<file path="src/gmpu_pkg.sv">
`default_nettype none
package gmpu_pkg;

  localparam int HISTORY_DEPTH = 1024;
  localparam int INDEX_ENTRIES = 1024;
  localparam int WAYS          = 4;
  localparam int WALK_LIMIT    = 16;
  localparam int ADDRESS_BITS  = 48;

  localparam int ADDR_W  = 48;
  localparam int PC_W    = 8;
  localparam int SETS    = INDEX_ENTRIES / WAYS;
  localparam int HIST_AW = $clog2(HISTORY_DEPTH);
  localparam int SET_AW  = (SETS > 1) ? $clog2(SETS) : 1;
  localparam int WAY_W   = (WAYS > 1) ? $clog2(WAYS) : 1;
  localparam int RLEN_W  = $clog2(WAYS + 1);
  localparam int STEP_W  = $clog2(WALK_LIMIT + 1);
  localparam int CAND_W  = (WALK_LIMIT > 1) ? $clog2(WALK_LIMIT) : 1;

  localparam logic [ADDR_W-1:0] ADDR_MASK =
    (ADDRESS_BITS >= ADDR_W) ? {ADDR_W{1'b1}}
                             : ADDR_W'((65'd1 << ADDRESS_BITS) - 65'd1);

  typedef struct packed {
    logic [WAYS-1:0]              used;
    logic [WAYS-1:0][ADDR_W-1:0]  tag;
    logic [WAYS-1:0][HIST_AW-1:0] ptr;
    logic [RLEN_W-1:0]            rlen;
    logic [WAYS-1:0][WAY_W-1:0]   rord;  // most recent first
  } set_row_t;

  typedef struct packed {
    logic accept;
    logic clear;
    logic lookup;
    logic walk;
    logic load_out;
  } cmd_t;

  typedef struct packed {
    logic clear_last;
    logic hit;
    logic matched;
    logic walk_end;
  } status_t;

endpackage
`default_nettype wire

</file>
<file path="src/gmpu_controller.sv">
`default_nettype none
module gmpu_controller
  import gmpu_pkg::*;
(
  input  wire logic    clk,
  input  wire logic    rst,
  input  wire status_t status,
  output cmd_t         cmd,
  input  wire logic    in_valid,
  output logic         in_ready,
  output logic         out_valid,
  input  wire logic    out_ready
);

  typedef enum logic [2:0] {
    S_CLEAR, S_IDLE, S_READ, S_LOOKUP, S_PRIME, S_WALK, S_DONE
  } state_t;

  state_t state;
  logic   out_free;

  assign in_ready = (state == S_IDLE);
  assign out_free = !out_valid || out_ready;

  always_comb begin
    cmd          = '0;
    cmd.accept   = in_ready && in_valid;
    cmd.clear    = (state == S_CLEAR);
    cmd.lookup   = (state == S_LOOKUP) && !status.hit;
    cmd.walk     = (state == S_WALK);
    cmd.load_out = (state == S_DONE) && out_free;
  end

  always_ff @(posedge clk) begin
    if (rst) begin
      state     <= S_CLEAR;
      out_valid <= 1'b0;
    end else begin
      // a new beat may replace one that leaves in the same cycle
      if (cmd.load_out) begin
        out_valid <= 1'b1;
      end else if (out_ready) begin
        out_valid <= 1'b0;
      end
      unique case (state)
        S_CLEAR:  if (status.clear_last) state <= S_IDLE;
        S_IDLE:   if (in_valid) state <= S_READ;
        S_READ:   state <= status.hit ? S_DONE : S_LOOKUP;
        S_LOOKUP: state <= status.matched ? S_PRIME : S_DONE;
        S_PRIME:  state <= S_WALK;
        S_WALK:   if (status.walk_end) state <= S_DONE;
        S_DONE:   if (out_free) state <= S_IDLE;
        default:  state <= S_IDLE;
      endcase
    end
  end

endmodule
`default_nettype wire

</file>
<file path="config.mk">
export PLATFORM = sky130hd
export DESIGN_NAME = gmpu_controller
export DESIGN_NICKNAME = d
export VERILOG_FILES = /design/src/gmpu_pkg.sv /design/src/gmpu_controller.sv
export SDC_FILE = /design/constraint.sdc
export NUM_CORES = 1
export LEC_CHECK = 0
export BUFFER_PORTS_ARGS = -buffer_cell sky130_fd_sc_hd__buf_4
export CORE_AREA = 2 2 39 41
export DETAILED_ROUTE_END_ITERATION = 16
export DIE_AREA = 0 0 41 43
export HOLD_SLACK_MARGIN = 0.12
export PLACE_DENSITY_LB_ADDON = 0.1
export SLEW_MARGIN = 20
export SYNTH_ARGS = -nofsm -noshare
export SYNTH_HDL_FRONTEND = slang
export SYNTH_SLANG_ARGS = --single-unit
</file>
<file path="constraint.sdc">
create_clock -name clk -period 2.1 [get_ports clk]
set_input_delay 0.105 -clock clk [delete_from_list [all_inputs] [get_ports clk]]
set_output_delay 0.105 -clock clk [all_outputs]
set_load 0.02 [all_outputs]
</file>
==> results of run 1 <==
==> layout by cell type (no fill, tap or decap), drive strengths merged <==
master        n
nor3          3
o21ai         3
buf          16
nand3b        2
a21o          1
dlygate4sd3   1
mux2i         1
nand2b        2
a31o          1
clkbuf        3
a21oi         3
and2          1
and3          1
inv           3
a32oi         1
o21bai        2
nor2b         1
or3           1
or2b          1
nor2          5
o41ai         1
ha            1
o311ai        1
o311a         2
dfxtp         4
o32ai         1
==> flip-flops by register name, summed over array words and instances, names as in the netlist <==
name	count
state	3
out_valid	1
==> per-layer routing <==
metal | up-vias | routed length (um)
met1 | 166 | 397
li1 | 203 | -
met2 | 5 | 390
met5 | - | 0
met4 | 0 | 0
met3 | 0 | 35
==> worst max path at each step <==
stage               slack (ns)  endpoint
floorplan                 0.53  state[2]
global placement          0.54  state[1]
detailed placement        0.55  state[1]
CTS                       0.49    cmd[4]
global route              0.37    cmd[4]
finish                    0.52    cmd[4]
==> final cells by class <==
| cell class | instances | area (um2) |
|---|---|---|
| clock buffers | 3 | 22.5 |
| flip-flops and latches | 4 | 80.1 |
| well taps | 16 | 20.0 |
| repair buffers | 17 | 130 |
| inverters | 3 | 11.3 |
| fillers | 153 | 850 |
| multi-input cells | 35 | 270 |
==> worst min-delay path, stage by stage <==
cell	delay, ns
sky130_fd_sc_hd__buf_4	0.07
sky130_fd_sc_hd__nand2b_1	0.19
sky130_fd_sc_hd__a21oi_1	0.09
==> logic make-up after synthesis <==
family	after synthesis	share of synthesized area (%)
and+or+nand+nor	17	26.1
AOI/OAI and AO/OA	16	37.7
buffers and inverters	6	9.68
DFF	4	20.6
muxes	1	2.58
adders and majority gates	1	3.23
==> per-stage QoR <==
stage | total power, W | std cells | util, % | setup WS, ns | hold WS, ns
after detailed placement | 0.000611 | 74 | 36.3 | 0.550 | 0.287
after CTS | 0.000715 | 78 | 38.6 | 0.492 | 0.262
after global placement | 0.000619 | 74 | 36.3 | 0.538 | 0.288
final | 0.000702 | 78 | 38.6 | 0.519 | 0.269
after floorplan | 0.000502 | 45 | - | 0.526 | 0.174
after global routing | 0.000779 | 78 | 38.6 | 0.366 | 0.298
==> power by group through the flow <==
stage / combinational [W] / sequential [W] / clock, W
2_1_floorplan: 0.000383 / 0.000119 / 0
3_3_place_gp: 0.000482 / 0.000137 / 0
6_report: 0.000476 / 0.000132 / 0.0000938
3_5_place_dp: 0.000476 / 0.000134 / 0
5_1_grt: 0.000535 / 0.000139 / 0.000105
4_1_cts: 0.000480 / 0.000133 / 0.000101
==> results.md, run 1 <==
- The run finished with clean final reports.
- Power spread over the standard cell area amounts to 1310 mW/mm2.
- The number of setup buffers added after CTS is 0.
- Registers are responsible for 18.9% of the overall power.
- The worst hold path belongs to the class in2reg.
- The total congestion overflow after global routing is 0.
- The placed instance area is 502 um2.
- The relative contribution of combinational cells to total power is 67.8%.
- The critical path crosses 4 cells after its start point.
- The average wire per cell in the routed design is 10.6 um.
- The data required time of the worst path is 2.00 ns.
- The worst-case clock buffer depth is 2.
- The congestion estimate from routability-driven global placement came to 0.669.
- For this design the top-level I/O count stands at 15.
- The max-slew violation count is 0.
- For this block, the via count after detailed routing is 374.
- Across the run, the number of max-cap violations was 0.
- The kind of critical path is reg2out.
- The critical path goes through or2b_1 > nor2_1 > and2_1 > buf_4.
- The detail route stage leaves a number of antenna-violating nets equal to 0.
- Detailed placement ended at an HPWL of 627 um.
- The clock tree from TritonCTS is yes.
- The worst-path cell with the longest stage delay is sky130_fd_sc_hd__dfxtp_1.
- The vertical die dimension is 43 um.
- In the global route stage, met2 resource usage came out at 15.6%.
- In the routed layout, each cell is associated on average with a via count of 4.79.
- The data arrival at the endpoint of the critical path is 1.48 ns.
- In the global route stage, met1 resource usage came out at 17.9%.
- In this run the most used layer during global routing was met1.
- Setup repair after global routing left no endpoint under its margin.
- After detailed routing, the number of remaining DRC violations is 0.
- The area of the placeable core is 0.00138 mm2.
- The most critical setup path has its startpoint at state[0].
- Once layout is done, the placed cells without fillers occupy 534 um2.
- Static timing analysis puts the maximum clock frequency at 633 MHz.
- The layout cell share with drive strength beyond 1 is 38.7%.
- Entering global routing, the biggest net connects 14 pins.
- The share of total power dissipated in the clock network is 13.4%.
- The number of buffers added on ports is 14.
- The area growth from synthesis to layout is 37.7%.
- The post-synthesis instance total is 45.
- The worst max-slew margin expressed relative to the limit is 72.5%.
- The critical path startpoint category is a flip-flop.
- The count of cells along the worst hold path is 3.
- Global routing used 1.57% of the available met3 tracks.
- The period utilization is 75.3%.
- The startpoint identified for the worst register-to-register timing path is state[0].
- The share of async-settable or async-resettable flops after synthesis is 0%.
- Summed over all failing endpoints, the final setup total negative slack is 0 ns.
- In this run the static leakage power is 0.232 nW.
- During synthesis, Yosys emitted a total of 0 warnings.
- The post-route minimum period is 1.58 ns.
- In this run the number of H-tree levels came out at 1.
- The largest area contributor in the synthesized netlist is sky130_fd_sc_hd__dfxtp_1.
- The total CTS buffers is 3.
- In this design, the largest share of critical-path delay is due to simple AND/OR/NAND/NOR gates.
- The worst setup path is captured at a primary output.
- The number of global-route vias before repair is 359.
- The power dissipated by switching net loads is 0.000317 W.
- The most frequently used flop master after synthesis is sky130_fd_sc_hd__dfxtp_1.
- The path with the worst hold slack has its endpoint at out_valid.
- The worst hold path begins at out_ready.
- The clock transition at the registers of the reported paths is 0.04 ns.
- The initial utilization of the core area, before any placement, comes to 28.0%.
- Global routing consumed, over all layers together, 12.4% of the routing resources.
- In this run the worst path has a maximum fanout of 12.
- When the netlist entered floorplanning its net count stood at 54.
- For this block, the routed nets add up to 823 um of wire.
- Ranked by total cell area, the synthesized netlist is headed by sky130_fd_sc_hd__dfxtp_1 (21%), sky130_fd_sc_hd__o32ai_4 (7.1%), sky130_fd_sc_hd__o311a_1 (5.2%).
- The total internal power is 0.000385 W.
- The initial antenna violation count is 0.
- The proportion of synthesized chip area in sequential cells is 20.6%.
- 0 antenna diodes ended up in the layout.
- In this run, the number of DRC markers left after iteration 0 of detailed routing was 1.
- The global-route wire length before repair is 1480 um.
- In this run switching power makes up 45.2% of total power.
- The placement row count is 14.
- The final-report hold violation count is 0.
- Counting flops and latches in the post-synthesis netlist gives 4.
- After synthesis the cells add up to 388 um2.
- The floorplan die width is 41 um.
- The floorplan step defined a die boundary enclosing 0.00176 mm2.
- Buffers inserted to repair hold after CTS numbered 1.
- The mean post-synth cell area is 8.62 um2.
- The final setup violation count is 0.
- Once the clock tree was built, the resizer swapped 0 gates to a different size.
- The CTS sink count is 4.
- CTS placed an instance of sky130_fd_sc_hd__clkbuf_4 at the clock tree root.
- The endpoint of the worst register-to-register path is state[1].
- The number of cell instances on the worst register-to-register path is 4.
- The buffers plus inverters on the worst setup path is 1.
- The number of distinct standard cells referenced by the synthesized netlist is 28.
- The worst supply voltage drop on vdd is 564 uV.
- The worst register-to-register path has a setup slack of 0.57 ns.
- For this run, the detailed router's first-pass iteration total came to 3.
- The layout net count is 73.
- After synthesis, the largest area contributor takes up 20.6% of total cell area.
- In the synthesized netlist, the cells that appear most often are sky130_fd_sc_hd__dfxtp_1 (4), sky130_fd_sc_hd__nor2_1 (4), sky130_fd_sc_hd__nor3_1 (3), sky130_fd_sc_hd__o21ai_0 (3).
- The worst clock skew is 0.000118 ns.
- The count of flip-flops with a built-in enable after synthesis is 0.
- For the pin with the worst max-slew slack, the measured transition is 0.408 ns.
- The latest clock arrival within the worst-skew pair is 0.23 ns.
- For this run, the slowest stage of the critical path takes 0.52 ns.
Power figures use the tool's default switching activity.
==> run 2: changes to the inputs <==
--- a/config.mk
+++ b/config.mk
@@ -5,6 +5,7 @@
 export SDC_FILE = /design/constraint.sdc
 export NUM_CORES = 1
 export LEC_CHECK = 0
+export ABC_AREA = 1
 export BUFFER_PORTS_ARGS = -buffer_cell sky130_fd_sc_hd__buf_4
 export CORE_AREA = 2 2 39 41
 export DETAILED_ROUTE_END_ITERATION = 16
==> constraint.sdc (replaced) <==
create_clock -name clk -period 1.3 [get_ports clk]
set_input_delay 0.065 -clock clk [delete_from_list [all_inputs] [get_ports clk]]
set_output_delay 0.065 -clock clk [all_outputs]
set_load 0.02 [all_outputs]
==> run 2 against run 1 <==
Sequential power rose by 95%. First-iteration DRC count up 100%. Via count grew 28%. Worst hold slack got worse by 0.032 ns. Cell count grew 46%. Utilization increased by 5.2 points. Clock skew rose by 0.00072 ns. Power rose by 100%. Worst setup slack lost 0.41 ns. Combinational power up 110%. Sequential share of layout area shrank 1.2 points. Synthesized area increased by 1.3%.
==> results.md, run 2 <==
- The run finished with clean final reports.
- The post-synthesis instance total is 74.
- Per report_power, the clock group accounts for 10.7% of the total.
- After synthesis, the cell types taking the most area are sky130_fd_sc_hd__nor2_1 (21%), sky130_fd_sc_hd__dfxtp_1 (20%), sky130_fd_sc_hd__nand2_1 (19%).
- The cell that appears most often on the critical path is sky130_fd_sc_hd__buf_4.
- The synthesis-stage register bit count is 4.
- The layout cell share with drive strength beyond 1 is 33.7%.
- The worst path in the final design needs a cycle of 1.19 ns, including I/O delays and setup.
- Traced cell by cell, the critical path runs through buf_4 > nand3_1 > buf_4 > nor2_1 > buf_4.
- The synthesized netlist net count is 83.
- The most frequent cell after synthesis is sky130_fd_sc_hd__nor2_1.
- The worst setup path is captured at a primary output.
- Data on the critical path arrives at its endpoint at 1.13 ns.
- The worst clock skew is 0.000836 ns.
- The cell area that synthesis handed to floorplanning was 393 um2.
- The share of the Yosys chip area taken by registers is 20.4%.
- The actual slew at the worst max-slew pin is 0.177 ns.
- The antenna cell count is 0.
- Of all flip-flops after synthesis, the portion carrying an async set or reset was 0%.
- The number of detailed-routing iterations run before antenna repair is 4.
- The max-slew violation count was 0.
- In this run, synthesis inferred 0 flip-flops with an integrated enable.
- The number of top-level pins is 15.
- The number of buffers added on ports is 14.
- Global routing used 14.9% of the available tracks across all layers.
- The number of global-route vias before repair is 436.
- The placer's final routability congestion estimate is 0.780.
- For this design the total switching power over the nets is 0.000678 W.
- The number of vias per cell is 4.21.
- The critical path startpoint category is a flip-flop.
- The sequential group share of total power is 18.2%.
- The later pin in the worst-skew pair is clocked with a latency of 0.23 ns.
- The average wire per cell in the routed design is 8.65 um.
- The half-perimeter wire length of the detailed placement result is 833 um.
- The number of routed nets with antenna violations is 0.
- Clock tree synthesis inserted a total of 3 buffers.
- The global-route wire length before repair is 1730 um.
- The area share of the largest cell type after synthesis is 21.0%.
- The netlist uses 16 different library cells.
- The placement row count is 14.
- Derived from the worst setup path, the maximum achievable clock frequency is 837 MHz.
- The final-report hold violation count is 0.
- The register with the most flip-flops is state.
- Combinational logic is responsible for 71.1% of the overall power.
- The count of cells along the worst hold path is 6.
- The pin count of the biggest net entering global routing is 10.
- Setup repair after global routing left no endpoint under its margin.
- The final route contains 480 vias.
- Sorting the synthesized cells by how often they occur yields sky130_fd_sc_hd__nor2_1 (22), sky130_fd_sc_hd__nand2_1 (20), sky130_fd_sc_hd__inv_1 (11).
- For the worst setup path, the data required time is 1.24 ns.
- The mean post-synth cell area is 5.31 um2.
- The buffer type at the clock tree root is sky130_fd_sc_hd__clkbuf_4.
- The initial antenna violation count came to 0.
- The die area is 0.00176 mm2.
- The ratio of total power to cell area is 2320 mW/mm2.
- The number of cell instances on the worst register-to-register path is 8.
- The flip-flop count of the largest register, all copies and words added is 3.
- Across the run, the number of max-cap violations was 0.
- The clock transition at the registers of the reported paths is 0.03 ns.
- In this run the horizontal extent of the chip is 41 um.
- The critical path is of the reg2out type.
- The worst-case clock buffer depth is 2.
- The synthesis warning total is 0.
- The period utilization is 91.9%.
- Leaving out fill and tap cells, the most frequent cells in the layout are sky130_fd_sc_hd__nor2_1 (21), sky130_fd_sc_hd__buf_4 (21), sky130_fd_sc_hd__nand2_1 (19), sky130_fd_sc_hd__inv_1 (11), sky130_fd_sc_hd__nand3_1 (5).
- Along the worst path, the maximum fanout reaches 4.
- The initial cell density of the core is 28.4%.
- The detailed-route wire length is 986 um.
- In this run the vertical extent of the chip is 43 um.
- The largest area contributor in the synthesized netlist is sky130_fd_sc_hd__nor2_1.
- The internal power of the cells totals 0.000728 W.
- The largest registers in the layout are state (3), out_valid (1).
- The iteration-0 DRC count of the detailed router is 2.
- The analysis attributes to cell leakage a power of 0.354 nW.
- After clock tree synthesis, the setup repair step added 0 buffers.
- Headroom to the max-slew limit came out at 88.2%.
- In this run the number of H-tree levels came out at 1.
- The total congestion overflow after global routing is 0.
- Among all flip-flop cells after synthesis, the most frequent one is sky130_fd_sc_hd__dfxtp_1.
- On the critical path, the stage with the largest delay is an instance of sky130_fd_sc_hd__dfxtp_2.
- The largest single stage delay on the critical path is 0.32 ns.
- The tightest min-delay check is of the in2reg type.
- The net count of the finished layout is 109.
- The total DRC errors in the routed layout is 0.
- The area of the placeable core is 0.00138 mm2.
- Net switching is 48.2% of the power.
- From synthesis to final layout, the design area changed by 54.5%.
- The final setup violation count is 0.
- The worst hold slack is 0.238 ns.
- The clock net in this run drives a total of 4 sinks.
- At the end of the flow the core is filled with cells to 43.9%.
- TritonCTS built the clock tree.
- The worst supply voltage drop on vdd is 881 uV.
[run 2: cell count changes after synthesis, moves of 3 or more]
cell                      delta
sky130_fd_sc_hd__nand3_1     +5
sky130_fd_sc_hd__inv_1       +9
sky130_fd_sc_hd__o21ai_0     -3
sky130_fd_sc_hd__nand2_1    +20
sky130_fd_sc_hd__nor2_1     +18
[run 2: power groups by stage]
stage	clock network, W	registers, W	logic (W)
finish	0.000150	0.000257	0.00100
global route	0.000166	0.000268	0.00114
CTS	0.000158	0.000251	0.000965
detailed placement	0	0.000249	0.000956
global placement	0	0.000247	0.000957
floorplan	0	0.000204	0.000675
[run 2: path summary, 6_finish.rpt]
path / slack (ns) / from / to
hold / removal: 0.24 / status[1] / state[1]
setup reg to reg: 0.12 / state[1] / state[0]
setup / recovery: 0.11 / state[1] / cmd[0]
hold reg to reg: 0.50 / out_valid / out_valid
[run 2: kinds of logic after synthesis]
family          share of synthesized area [%]
compound gates                           3.18
fa+ha+maj                                3.18
buf+inv                                  17.8
flops                                    20.4
simple gates                             55.4
[run 2: per-stage QoR]
stage	worst slack [ns]	TNS, ns	power [W]	area, um2	std cells
6_report	0.105	0	0.00141	607	114
4_1_cts	0.0184	0	0.00137	596	114
3_5_place_dp	-0.0328	-0.0328	0.00121	552	109
5_1_grt	0.0189	0	0.00158	607	114
3_3_place_gp	-0.0358	-0.0358	0.00120	552	109
2_1_floorplan	0.106	0	0.000879	393	74
[run 2: area by class of cell]
cell class | instances | area [um2]
inverters | 13 | 51.3
repair buffers | 23 | 178
flip-flops and latches | 4 | 83.8
fillers | 165 | 777
clock buffers | 3 | 22.5
well taps | 16 | 20.0
multi-input cells | 55 | 251
[run 2: layer usage]
metal  vias up  share of wire (%)  track usage, %
met5         -                  0               0
met4         0                3.0            12.0
met2         8                 46            21.6
met3         4                4.7            3.14
met1       197                 46            17.9
li1        271                  -               -
[run 2: timing repair]
action                                  4_1_cts  5_1_grt
endpoints found under the setup margin        2        5
hold buffers                                  2        0
endpoints found under the hold margin         4        0
resized for setup                             1        6
[run 2: worst max-delay path: cells and delay by family (launching register included)]
family                 cells  cell delay (ns)
AND/OR/NAND/NOR            2             0.16
buffers and inverters      3             0.41
flip-flops                 1             0.32
